==> src/design/lsgs_pkg.sv <==
// shared types, constants and arithmetic helpers of the gaussian solver
package lsgs_pkg;

  localparam int unsigned MaxOrderDefault = 8;
  localparam int unsigned FracBitsDefault = 16;
  localparam int unsigned OrderW          = 5;
  localparam int unsigned RowW            = 4;
  localparam int unsigned ColW            = 5;
  localparam int unsigned DataW           = 32;
  localparam logic [OrderW-1:0] OrderReset = 5'd8;

  // input transfer payload
  typedef struct packed {
    logic [RowW-1:0]         row;
    logic [ColW-1:0]         column;
    logic signed [DataW-1:0] value;
    logic                    last;
  } in_item_t;

  // result transfer payload
  typedef struct packed {
    logic [RowW-1:0]         index;
    logic signed [DataW-1:0] solution_value;
    logic                    final_res;
    logic                    zero_pivot;
  } out_item_t;

  // datapath operations
  typedef enum logic [2:0] {
    OpNone,
    OpLoadPiv,
    OpDivStart,
    OpMulSub,
    OpAccClr,
    OpMulAcc,
    OpBackDiv,
    OpClrErr
  } dp_op_e;

  // controller to datapath command
  typedef struct packed {
    dp_op_e          op;
    logic [RowW-1:0] row_k;
    logic [RowW-1:0] row_i;
    logic [ColW-1:0] col_j;
  } dp_cmd_t;

  // datapath status
  typedef struct packed {
    logic done;
  } dp_sts_t;

  // saturate a 66-bit signed value to 32 bits
  function automatic logic signed [DataW-1:0] sat32(input logic signed [65:0] v);
    logic signed [65:0] hi;
    logic signed [65:0] lo;
    hi = 66'sd2147483647;
    lo = -66'sd2147483648;
    if (v > hi) return 32'sh7fffffff;
    if (v < lo) return 32'sh80000000;
    return v[DataW-1:0];
  endfunction

endpackage

==> src/design/lsgs_ctrl.sv <==
// sequencer for elimination, back substitution and result output
module lsgs_ctrl (
  input  logic                      clk_i,
  input  logic                      rst_ni,
  input  logic                      go_i,
  input  logic [lsgs_pkg::ColW-1:0] n_i,
  input  lsgs_pkg::dp_sts_t         sts_i,
  input  logic                      zp_i,
  input  logic signed [lsgs_pkg::DataW-1:0] sol_i,
  output lsgs_pkg::dp_cmd_t         cmd_o,
  output logic                      busy_o,
  output logic                      res_valid_o,
  output lsgs_pkg::out_item_t       res_o
);
  import lsgs_pkg::*;

  typedef enum logic [3:0] {
    Idle, Clear, Piv, Mdiv, Msub, Acc, Mac, Bdiv, Outr, Outw, Outp
  } st_e;

  st_e st_q;
  logic [RowW-1:0] k_q, i_q;
  logic [ColW-1:0] j_q;
  logic            res_v_q;
  out_item_t       res_q;

  // command driven by state
  always_comb begin
    cmd_o       = '0;
    cmd_o.row_k = k_q;
    cmd_o.row_i = i_q;
    cmd_o.col_j = j_q;
    case (st_q)
      Clear: cmd_o.op = OpClrErr;
      Piv:   cmd_o.op = OpLoadPiv;
      Mdiv:  cmd_o.op = OpDivStart;
      Msub:  cmd_o.op = OpMulSub;
      Acc:   cmd_o.op = OpAccClr;
      Mac:   cmd_o.op = OpMulAcc;
      Bdiv:  cmd_o.op = OpBackDiv;
      default: cmd_o.op = OpNone;
    endcase
  end

  // main sequence
  always_ff @(posedge clk_i or negedge rst_ni) begin
    if (!rst_ni) begin
      st_q <= Idle; k_q <= '0; i_q <= '0; j_q <= '0; res_v_q <= 1'b0;
    end else begin
      res_v_q <= 1'b0;
      case (st_q)
        Idle: if (go_i) st_q <= Clear;
        Clear: begin
          k_q <= '0;
          st_q <= (n_i == ColW'(1)) ? Acc : Piv;
        end
        Piv: if (sts_i.done) begin
          i_q <= k_q + 1'b1;
          st_q <= Mdiv;
        end
        Mdiv: if (sts_i.done) begin
          j_q <= ColW'(k_q) + 1'b1;
          st_q <= Msub;
        end
        Msub: if (sts_i.done) begin
          if (j_q != n_i) j_q <= j_q + 1'b1;
          else if (ColW'(i_q) + 1'b1 != n_i) begin
            i_q <= i_q + 1'b1;
            st_q <= Mdiv;
          end else if (ColW'(k_q) + 2'd2 != n_i) begin
            k_q <= k_q + 1'b1;
            st_q <= Piv;
          end else begin
            k_q <= RowW'(n_i - 1'b1);
            st_q <= Acc;
          end
        end
        Acc: if (sts_i.done) begin
          if (n_i == ColW'(1)) k_q <= '0;
          j_q <= ColW'(k_q) + 1'b1;
          st_q <= (ColW'(k_q) + 1'b1 == n_i || n_i == ColW'(1)) ? Bdiv : Mac;
        end
        Mac: if (sts_i.done) begin
          if (j_q + 1'b1 == n_i) st_q <= Bdiv;
          else j_q <= j_q + 1'b1;
        end
        Bdiv: if (sts_i.done) begin
          if (k_q == '0) begin
            j_q <= '0;
            st_q <= Outr;
          end else begin
            k_q <= k_q - 1'b1;
            st_q <= Acc;
          end
        end
        Outr: st_q <= Outw;
        Outw: st_q <= Outp;
        Outp: begin
          res_v_q <= 1'b1;
          res_q.index <= RowW'(j_q);
          res_q.solution_value <= sol_i;
          res_q.final_res <= (j_q + 1'b1 == n_i);
          res_q.zero_pivot <= zp_i;
          if (j_q + 1'b1 == n_i) st_q <= Idle;
          else begin
            j_q <= j_q + 1'b1;
            st_q <= Outr;
          end
        end
        default: st_q <= Idle;
      endcase
    end
  end

  assign busy_o      = (st_q != Idle);
  assign res_valid_o = res_v_q;
  assign res_o       = res_q;
endmodule

==> config.mk <==
export PLATFORM = sky130hd
export DESIGN_NAME = lsgs_ctrl
export DESIGN_NICKNAME = d
export VERILOG_FILES = /design/src/design/lsgs_pkg.sv /design/src/design/lsgs_ctrl.sv
export SDC_FILE = /design/constraint.sdc
export NUM_CORES = 1
export LEC_CHECK = 0
export ABC_AREA = 1
export BUFFER_PORTS_ARGS = -buffer_cell sky130_fd_sc_hd__buf_4
export CAP_MARGIN = 0
export CELL_PAD_IN_SITES_DETAIL_PLACEMENT = 1
export CELL_PAD_IN_SITES_GLOBAL_PLACEMENT = 1
export CORE_MARGIN = 1
export CORE_UTILIZATION = 41
export DETAILED_ROUTE_END_ITERATION = 12
export PLACE_DENSITY = 0.91
export RECOVER_POWER = 50
export SYNTH_ARGS = -nofsm -noshare
export SYNTH_HDL_FRONTEND = slang
export SYNTH_SLANG_ARGS = --single-unit
==> constraint.sdc <==
create_clock -name clk_i -period 7.7 [get_ports clk_i]
set_input_delay 1.155 -clock clk_i [delete_from_list [all_inputs] [get_ports clk_i]]
set_output_delay 1.155 -clock clk_i [all_outputs]
set_load 0.05 [all_outputs]
-- Word-level counts from Yosys, hierarchy flattened
Cells that the tools add are included.
- bits in registers: 56
- input port bits: 42
- output and inout port bits: 56
- word-level logic and storage cells: 102
- $add $sub $neg: 8
- equal/unequal tests: 32
- multiplexer cells: 40
- reduce and logical (&&, ||, !) cells: 13
- operator list (operator ; number):
    two-way mux 4 bit ; 23
    case mux 4 bit (11 select lines) ; 1
    two-way mux 5 bit ; 7
    inequality test 2 bit (second input constant) ; 15
    case mux 5 bit (5 select lines) ; 1
    case mux 3 bit (7 select lines) ; 1
    equality test 4 x 3 -> 1 bit (second input constant) ; 4
    case mux 4 bit (4 select lines) ; 1
    inequality test 5 bit ; 3
    equality test 4 bit (second input constant) ; 3
    adder 4 x 1 -> 5 bit (second input constant) ; 2
    equality test 5 bit ; 2
    two-way mux 3 bit ; 3
    AND reduction 9 bit ; 1
    adder 4 x 1 -> 4 bit (second input constant) ; 2
    equality test 4 x 2 -> 1 bit (second input constant) ; 2
    zero test 4 bit ; 2
    case mux 4 bit (2 select lines) ; 1
    AND reduction 8 bit ; 1
    nonzero test 4 bit ; 2
    subtractor 4 x 1 -> 4 bit (second input constant) ; 2
    AND reduction 7 bit ; 1
    adder 4 x 2 -> 5 bit (second input constant) ; 1
    adder 5 x 1 -> 5 bit (second input constant) ; 1
    other kinds (10) ; 11

-- Longest topological paths before layout
Gate-level depths: netlist of run 1.
- depth after elaboration: 7
- gate-level depth with buffers: 13
- gate-level depth less buffers: 13

-- Least setup slack after synthesis of run 1
No wires, ideal clock.
- path type: input to register
- start: input port rst_ni
- end: register res_q (netlist bit res_o[0]) (enable)
- library setup time: 433 ps
- data arrival time: 2787 ps
- data required time: 7267 ps
- slack: 4480 ps
- stages on the path: 2
- path buffers: 0
- cells stage by stage: inv_1 nor2_1
- word-level cells in the longest chain between the ends: 1
- RTL lines (what ; RTL line ; text):
    start: declaration ; lsgs_ctrl.sv:4 ; input logic rst_ni,
    AND reduction 2 bit (no source line) ; -- ;
    end: declaration ; lsgs_ctrl.sv:25 ; out_item_t res_q;
No other way between the ends.
A chain may end at the register's enable or synchronous reset.

-- Worst setup path after layout of run 1
- start: input port rst_ni
- end: register res_q (netlist bit res_o[37]) (enable)
Same word-level chain as after synthesis.

==> results by stage, run 1 <==
Route:
- After detailed routing, the number of remaining DRC violations is 0.
- After the first detailed-routing iteration, the DRC count stood at 80.
- The routed length per placed instance is 16.6 µm.
- For this run, the detailed router's first-pass iteration total came to 4.
- Once detail routing completed, the nets flagged for antenna violations numbered 0.
- The routed via count is 3,004.
- The detail-routed via count per cell is approximately 5.
- The total length of routed wires is a little under 10,000 µm.

Critical path:
- The critical-path maximum fanout is 38.
- The worst register-to-register path ends at st_q[0].
- The startpoint-to-endpoint class of the critical path is in2reg.
- For the worst setup path, the data required time is about 7.6 ns.
- Across all register-to-register paths, the minimum setup slack is 5.58 ns.
- The signal on the critical path passes through clkbuf_1 > inv_1 > nor2_4.
- In this design, the stage delay of the slowest critical-path cell is 0.82 ns.
- STA classifies the critical path endpoint as a register.
- The data arrival time of the critical path is between 3 and 4 ns.
- The number of buffers and inverters on the critical path is 2.
- The worst register-to-register path begins at k_q[0].
- The kind of start point of the critical path is a primary input.
- The cell class contributing the biggest share of worst-path delay is buffers and inverters.
- The worst reg-to-reg path cell count is 12.
- On the critical path, the stage with the largest delay is an instance of sky130_fd_sc_hd__clkbuf_1.

Final layout:
- Of the cells placed in the final design, the portion with a size suffix greater than 1 is 0.246.
- 0 antenna diodes ended up in the layout.
- With fillers left out, the area of the finished cells amounts to just over 0.004 mm².
- The fill cell instance count of the final layout is roughly 1,000.
- The number of nets in the final layout is approximately 540.
- Relative to the synthesized area, the layout overhead comes to 24.6%.

Timing:
- The highest clock frequency the design can meet is ~320 MHz.
- The relative slew slack is 0.237.
- In the finished design, the share of the clock period the worst path needs comes to 0.402.
- The max-slew violation total from the final report is 0.
- Adding up every negative setup slack in the final design gives 0 ns.
- The measured slew at the worst slew-check pin is 1.14 ns.
- Setup violations remaining at the end of the flow were counted as 0.
- The smallest clock period supported by the final layout is computed as 3.10 ns.
- The maximum clock skew at final layout is between 0.01 and 0.015 ns.
- The number of endpoints with negative hold slack in the final report is 0.
- Setup repair after global routing left no endpoint under its margin.

Synth:
- For this run, the number of Yosys warnings is 0.
- Of the total synthesized cell area, the portion taken by AND, OR, NAND and NOR gates is 0.334.
- The count of unique library cells instantiated by Yosys is 33.
- The portion of synthesized cell area occupied by the leading cell type is 0.346.
- The number of flops mapped to enable cells by yosys is 38.
- The sequential cell area fraction in the yosys report is 0.482.
- A synthesized cell averages about 8.6 µm².
- The largest area contributor in the netlist is sky130_fd_sc_hd__edfxtp_1.
- The share of the synthesized area in compound gates (AO/OA/AOI/OAI) came to 0.0447.
- Of the total synthesized cell area, the portion taken by XOR and XNOR cells is 0.0265.
- Ranked by total cell area, the synthesized netlist is headed by sky130_fd_sc_hd__edfxtp_1, sky130_fd_sc_hd__nand2_1, sky130_fd_sc_hd__dfrtp_1.
- The dominant combinational cell family by area after synthesis is simple AND/OR/NAND/NOR gates.
- The number of nets in the synthesized netlist is between 400 and 500.
- The post-synth design cell area is ~0.0033 mm².
- In the synthesized netlist the async set-or-reset flop fraction comes to 0.321.
- The number of cells produced by synthesis is slightly below 400.
- Of the post-synthesis cell area, the part taken by muxes is 0.
- The flip-flop and latch count after synthesis is 56.
- Of the total synthesized cell area, the portion taken by full adders, half adders and majority gates is 0.0341.
- For this run, the leading register cell type out of synthesis is sky130_fd_sc_hd__edfxtp_1.

Die:
- The floorplan step defined a core boundary enclosing between 0.007 and 0.008 mm².
- Measured along the y axis, the die boundary spans between 90 and 100 µm.
- The count of boundary I/O pins is about 100.
- In this run the horizontal extent of the chip is 91.7 µm.
- The floorplan has 32 rows.
- The initial utilization of the core area, before any placement, comes to 0.425.
- The die covers about 0.0084 mm².

Clock tree:
- TritonCTS built the clock tree.
- The clock network latency to the later pin of the worst-skew pair is 0.31 ns.
- In this run, post-CTS repair resized a total of 0 instances.
- The cell sitting at the root of the clock tree is a sky130_fd_sc_hd__clkbuf_8.
- In this run, CTS created clock tree buffers numbering 5.
- The clock transition at the register clock pins on the worst setup and hold paths after CTS is around 0.10 ns.
- The CTS sink count is 56.
- Once the clock tree was built, the setup fixing pass inserted 0 buffers.
- Hold repair after CTS inserted 0 buffers.
- The H-tree generated during clock tree synthesis spans 2 levels.
- Counting along the longest clock path gives a buffer depth of 2.

Placement:
- Summed over all nets, the half-perimeter wirelength after detailed placement is between 7000 and 8000 µm.
- The final weighted congestion in routability-driven placement is 0.924.
- The placed instances occupy a cell area of 0.00413 mm².
- Port buffering added 97 buffers.

Global route:
- Summed over all layers, the global routing overflow is 0.
- The number of global-route vias before repair is just over 3,000.
- The wire length of the first global-routing pass is 15,600 µm.
- Entering global routing, the biggest net connects 39 pins.
- Across every metal layer, demand over resource in global routing totals 0.240.
- The initial antenna violation count is 0.

Outcome:
- The run finished with clean final reports.

Pwr:
- Across the VDD grid, the largest voltage drop is approximately 0.00020 V.
- The static power due to leakage is approximately 0.0020 µW.
- The power density over the cells is between 300 and 400 mW/mm².

Worst hold path:
- The worst min-delay path category is reg2reg.
- The worst min-delay path startpoint is st_q[0].
- The worst hold path terminates at st_q[0].
- The worst hold path was traced through 2 stages.

Flow run:
- The max-capacitance violation count is 0.
-- sequential cells by signal, summed over array words and instances (netlist names) --
signal       count
res_o           38
j_q              5
i_q              4
k_q              4
st_q             4
res_valid_o      1
-- worst max-delay path by stage --
| stage | slack [ns] | startpoint | end | cells past startpoint |
|---|---|---|---|---|
| 2_1_floorplan | 4.48 | rst_ni | res_o[0] | 2 |
| 3_3_place_gp | 5.01 | rst_ni | res_o[10] | 3 |
| 3_5_place_dp | 4.94 | rst_ni | res_o[11] | 3 |
| 4_1_cts | 4.68 | st_q[1] | cmd_o[13] | 6 |
| 5_1_grt | 4.36 | rst_ni | res_o[37] | 3 |
| 6_report | 4.60 | rst_ni | res_o[37] | 3 |
-- synthesized netlist by cell type, types with 8 or more instances --
master / number
sky130_fd_sc_hd__ha_1: 9
sky130_fd_sc_hd__nand4_1: 14
sky130_fd_sc_hd__nor2_1: 15
sky130_fd_sc_hd__nand2_2: 12
sky130_fd_sc_hd__nand2_1: 130
sky130_fd_sc_hd__inv_2: 9
sky130_fd_sc_hd__inv_1: 46
sky130_fd_sc_hd__xor2_1: 8
sky130_fd_sc_hd__nand3_1: 32
sky130_fd_sc_hd__dfrtp_1: 18
sky130_fd_sc_hd__o21ai_0: 10
sky130_fd_sc_hd__edfxtp_1: 38
-- routing by layer --
| metal | GRT usage | wire (µm) | up-vias |
|---|---|---|---|
| met2 | 0.421 | 4750 | 107 |
| met4 | 0.0729 | 184 | 0 |
| li1 | - | - | 1457 |
| met1 | 0.299 | 4300 | 1422 |
| met5 | 0 | 0 | - |
| met3 | 0.0464 | 551 | 18 |
-- cell usage in the layout, fill, tap and decap left out, drive strengths merged --
cell	count
dfrtp	18
xnor2	2
xor2	8
nand3	34
inv	55
a21oi	3
a31oi	1
ha	9
nand4	15
edfxtp	38
o21ai	16
clkbuf	67
and2	1
nand3b	2
o22ai	5
clkinv	4
nand2	147
clkinvlp	1
buf	36
nor2	25
-- cell type report --
class                           instances  area (µm²)  area share
Clock inverter                          2        16.3     0.00396
Tap cell                              102         128      0.0310
Inverter                               58         224      0.0545
Sequential cell                        56        1590       0.387
Clock buffer                            6        72.6      0.0177
Multi-Input combinational cell        268        1460       0.354
Timing Repair Buffer                   97         623       0.152
-- metrics by stage --
step / std cells / worst slack (ns) / utilization / power [µW] / hold WS [ns]
floorplan: 385 / 4.48 / - / 1090 / 0.511
global placement: 581 / 5.01 / 0.532 / 1310 / 0.540
detailed placement: 581 / 4.94 / 0.532 / 1350 / 0.575
CTS: 589 / 4.68 / 0.543 / 1510 / 0.602
global route: 589 / 4.36 / 0.529 / 1610 / 0.634
finish: 589 / 4.60 / 0.529 / 1500 / 0.604
-- where the power goes --
part | switching [µW] | internal, µW
Combinational | 609 | 274
Clock | 99.0 | 65.0
Sequential | 86.0 | 368
Total | 794 | 707
-- worst register-to-register path, stage by stage (launching register included) --
cell,delay [ns]
sky130_fd_sc_hd__dfrtp_1,0.61
sky130_fd_sc_hd__inv_1,0.17
sky130_fd_sc_hd__ha_1,0.36
sky130_fd_sc_hd__inv_1,0.11
sky130_fd_sc_hd__nand2_1,0.07
sky130_fd_sc_hd__nand2_1,0.05
sky130_fd_sc_hd__nor2_1,0.12
sky130_fd_sc_hd__nand2_1,0.06
sky130_fd_sc_hd__o21ai_0,0.25
sky130_fd_sc_hd__nand2_1,0.08
sky130_fd_sc_hd__nand3_1,0.08
sky130_fd_sc_hd__nand2_1,0.05
sky130_fd_sc_hd__nand2_1,0.06
-- cells by family after synthesis --
kind of cell / Yosys count
buf+inv: 61
flops: 56
fa+ha+maj: 9
simple gates: 224
xor+xnor: 10
compound gates: 25
Power figures use the tool's default switching activity.
==> run 2: changes to the inputs <==
CORE_UTILIZATION = 38   (was 41)
PLACE_DENSITY = 0.85   (was 0.91)
clock period = 3 ns   (was 7.7 ns; I/O delays follow)
==> run 2 against run 1 <==
Utilization shrank 3.1 points. Critical path type is now reg2out. Sequential power increased to 2.5 times the previous value. Worst hold slack got worse by 0.28 ns. Global-route usage decreased by 0.21 points. Clock-buffer cell count fell by 1. Flip-flop and latch count unchanged. Via count is 2.1% higher. Register-to-register slack got worse by 4.6 ns. Final area increased by 0.64%. Clock power grew to 2.7 times the previous value. Worst setup slack lost 4.0 ns. Non-clock buffer count increased by 2.
==> results by stage, run 2 (same netlist as run 1, synthesis figures left out) <==
Final layout:
- The register with the most flip-flops in the layout has 38 of them.
- After filler insertion, the fill cell instance count of the layout stands at just over 1,000.
- The most frequent standard cell in the layout excluding fill and tap cells is sky130_fd_sc_hd__nand2_1.
- The count of inserted antenna diode cells is 0.
- The library cells used most frequently in the layout, excluding fill and tap cells, are sky130_fd_sc_hd__nand2_1, sky130_fd_sc_hd__inv_1, sky130_fd_sc_hd__edfxtp_1.
- The layout cell share with drive strength beyond 1 is 0.252.
- For this run, the post-layout net count is roughly 540.
- The area growth from synthesis to layout is 25.4%.
- Measured on the finished design, the core utilization comes to 0.499.

Timing:
- The clock period minus final worst setup slack is ~2.4 ns.
- The number of endpoints with negative hold slack in the final report is 0.
- The relative slew slack is 0.574.
- The highest clock frequency the design can meet is ~420 MHz.
- The maximum clock skew at final layout is 0.0108 ns.
- Setup total negative slack on the finished layout was measured at 0 ns.
- The ratio of final minimum period to clock period is 0.799.
- The measured slew at the worst slew-check pin is around 0.64 ns.
- The max-slew violation total from the final report came to 0.
- Setup repair after global routing left no endpoint under its margin.
- Setup violations remaining at the end of the flow were counted as 0.

Global route:
- The number of global-route vias before repair is approximately 3,200.
- The overall routing resource usage is 0.238.
- The wire length of the first global-routing pass is around 16,000 µm.
- The global route total overflow is 0.
- Entering global routing, the biggest net connects 39 pins.
- The initial antenna violation count is 0.

Critical path:
- The signal on the critical path passes through inv_1 > nand2_1 > nor2_4 > inv_1 > nand3_1 > buf_4.
- The startpoint-to-endpoint class of the critical path is reg2out.
- The cell type with the highest occurrence count on the critical path is sky130_fd_sc_hd__inv_1.
- The cell family contributing the most delay on the critical path is simple AND/OR/NAND/NOR gates.
- In this design, the stage delay of the slowest critical-path cell is slightly above 0.4 ns.
- The critical-path maximum fanout is 13.
- Data on the critical path is required at its endpoint by 2.55 ns.
- The kind of start point of the critical path is a register.
- The slowest stage of the critical path belongs to the cell sky130_fd_sc_hd__dfrtp_1.
- Data arrives at the worst endpoint at approximately 2 ns.
- STA classifies the critical path endpoint as a primary output.
- Together, buffers and inverters on the worst path number 3.

Clock tree:
- Post-CTS repair changed the size of 0 cells.
- The TritonCTS clock tree is yes.
- For this design, the sink count on the clock tree is between 50 and 60.
- The clock transition at the register clock pins on the worst setup and hold paths after CTS is 0.11 ns.
- The root buffer cell chosen for the clock tree is sky130_fd_sc_hd__clkbuf_8.
- The H-tree was split into 2 levels.
- The clock network latency to the later pin of the worst-skew pair is 0.32 ns.
- The number of buffers inserted during clock tree synthesis is 5.
- The clock passes through at most 2 buffers.

Route:
- After detailed routing, no signal wire sits above met4.
- The first detailed-routing pass took 4 iterations.
- The number of remaining DRC errors is 0.
- The number of nets still failing antenna checks after routing is 0.
- After detailed routing, the met3 layer carries about 720 µm of wire.
- The routed via count is approximately 3,000.
- For this block, wires on met1 add up to approximately 4100 µm.
- The initial DRC count is approximately 110.
- The amount of wire on met2 after detailed routing is about 5200 µm.
- The detail-routed via count per cell is 5.16.
- The total length of routed wires is approximately 10,000 µm.
- Dividing the detail-routed wire length by the instance count gives ~17 µm.

Die:
- The region available for standard cell placement spans between 0.008 and 0.009 mm².
- The die covers 0.00906 mm².
- The initial utilization of the core area, before any placement, comes to 0.398.
- The horizontal die dimension is ~95 µm.
- The die height is roughly 95 µm.
- The count of boundary I/O pins is a little under 100.
- The row count is 33.

Flow run:
- Across the run, the number of max-cap violations was 0.

Pwr:
- The analysis attributes to cell leakage a power of around 0.0020 µW.
- The peak supply drop is roughly 0.00042 V.
- The power density over the cells is roughly 940 mW/mm².

Placement:
- Detailed placement ended at an HPWL of about 8200 µm.
- The final weighted congestion in routability-driven placement is ~0.95.
- Buffers placed on the I/O ports in this run total 97.

Worst hold path:
- The worst min-delay path category is in2reg.

Outcome:
- The run finished with clean final reports.
-- run 2: cell types whose count changed in the layout (fill, tap and decap cells not counted) --
cell and change:
sky130_fd_sc_hd__dlygate4sd3_1 +1, sky130_fd_sc_hd__clkbuf_1 -1, sky130_fd_sc_hd__nand2_2 +1, sky130_fd_sc_hd__inv_6 +1, sky130_fd_sc_hd__clkinvlp_4 -1, sky130_fd_sc_hd__nand2_1 -1
sky130_fd_sc_hd__clkinv_2 +1, sky130_fd_sc_hd__buf_4 +1
-- run 2: per-stage QoR --
stage          total power, µW  std cells  setup WS, ns  hold WS (ns)  cell area [µm²]
2_1_floorplan             2810        385         0.268         0.154             3300
3_3_place_gp              3370        585          1.07         0.346             4140
3_5_place_dp              3470        585         0.989         0.353             4140
4_1_cts                   3920        594         0.627         0.296             4240
5_1_grt                   4160        594         0.500         0.314             4140
6_report                  3900        594         0.603         0.320             4140
-- run 2: report_power, final --
| part | total (µW) | internal (µW) | switching (µW) | leakage, µW |
|---|---|---|---|---|
| Combinational | 2300 | 704 | 1600 | 0.00135 |
| Clock | 440 | 168 | 272 | 0.0000485 |
| Sequential | 1150 | 945 | 205 | 0.000581 |
-- run 2: repair_timing --
item                       in CTS  in global routing
buffers inserted                0                  0
setup endpoints to repair       0                  0
hold buffers                    1                  0
hold endpoints to repair        1                  0
-- run 2: layout make-up --
cell class | count | area [µm²] | area share
inverter | 58 | 224 | 0.0541
sequential | 56 | 1590 | 0.385
clock buffer | 5 | 68.8 | 0.0166
timing repair buffer | 99 | 641 | 0.155
multi-input combinational | 268 | 1460 | 0.353
clock inverter | 3 | 22.5 | 0.00544
tap | 105 | 131 | 0.0318
-- run 2: final timing paths --
check                            end  cells past startpoint  slack [ns]    start
max in group asynchronous     j_q[3]                      2        2.24   rst_ni
min reg2reg                  st_q[0]                      2        0.59  st_q[0]
max                        cmd_o[14]                      6        0.60  st_q[1]
min                         res_o[0]                      1        0.32     zp_i
min in group asynchronous     k_q[1]                      2        0.53   rst_ni
max reg2reg                   k_q[3]                     10        0.99   k_q[1]
-- run 2: metal layers --
metal	vias to the layer above	global-route usage
met5	-	0
met4	0	0.101
met3	23	0.0375
met2	120	0.434
met1	1478	0.273
li1	1447	-
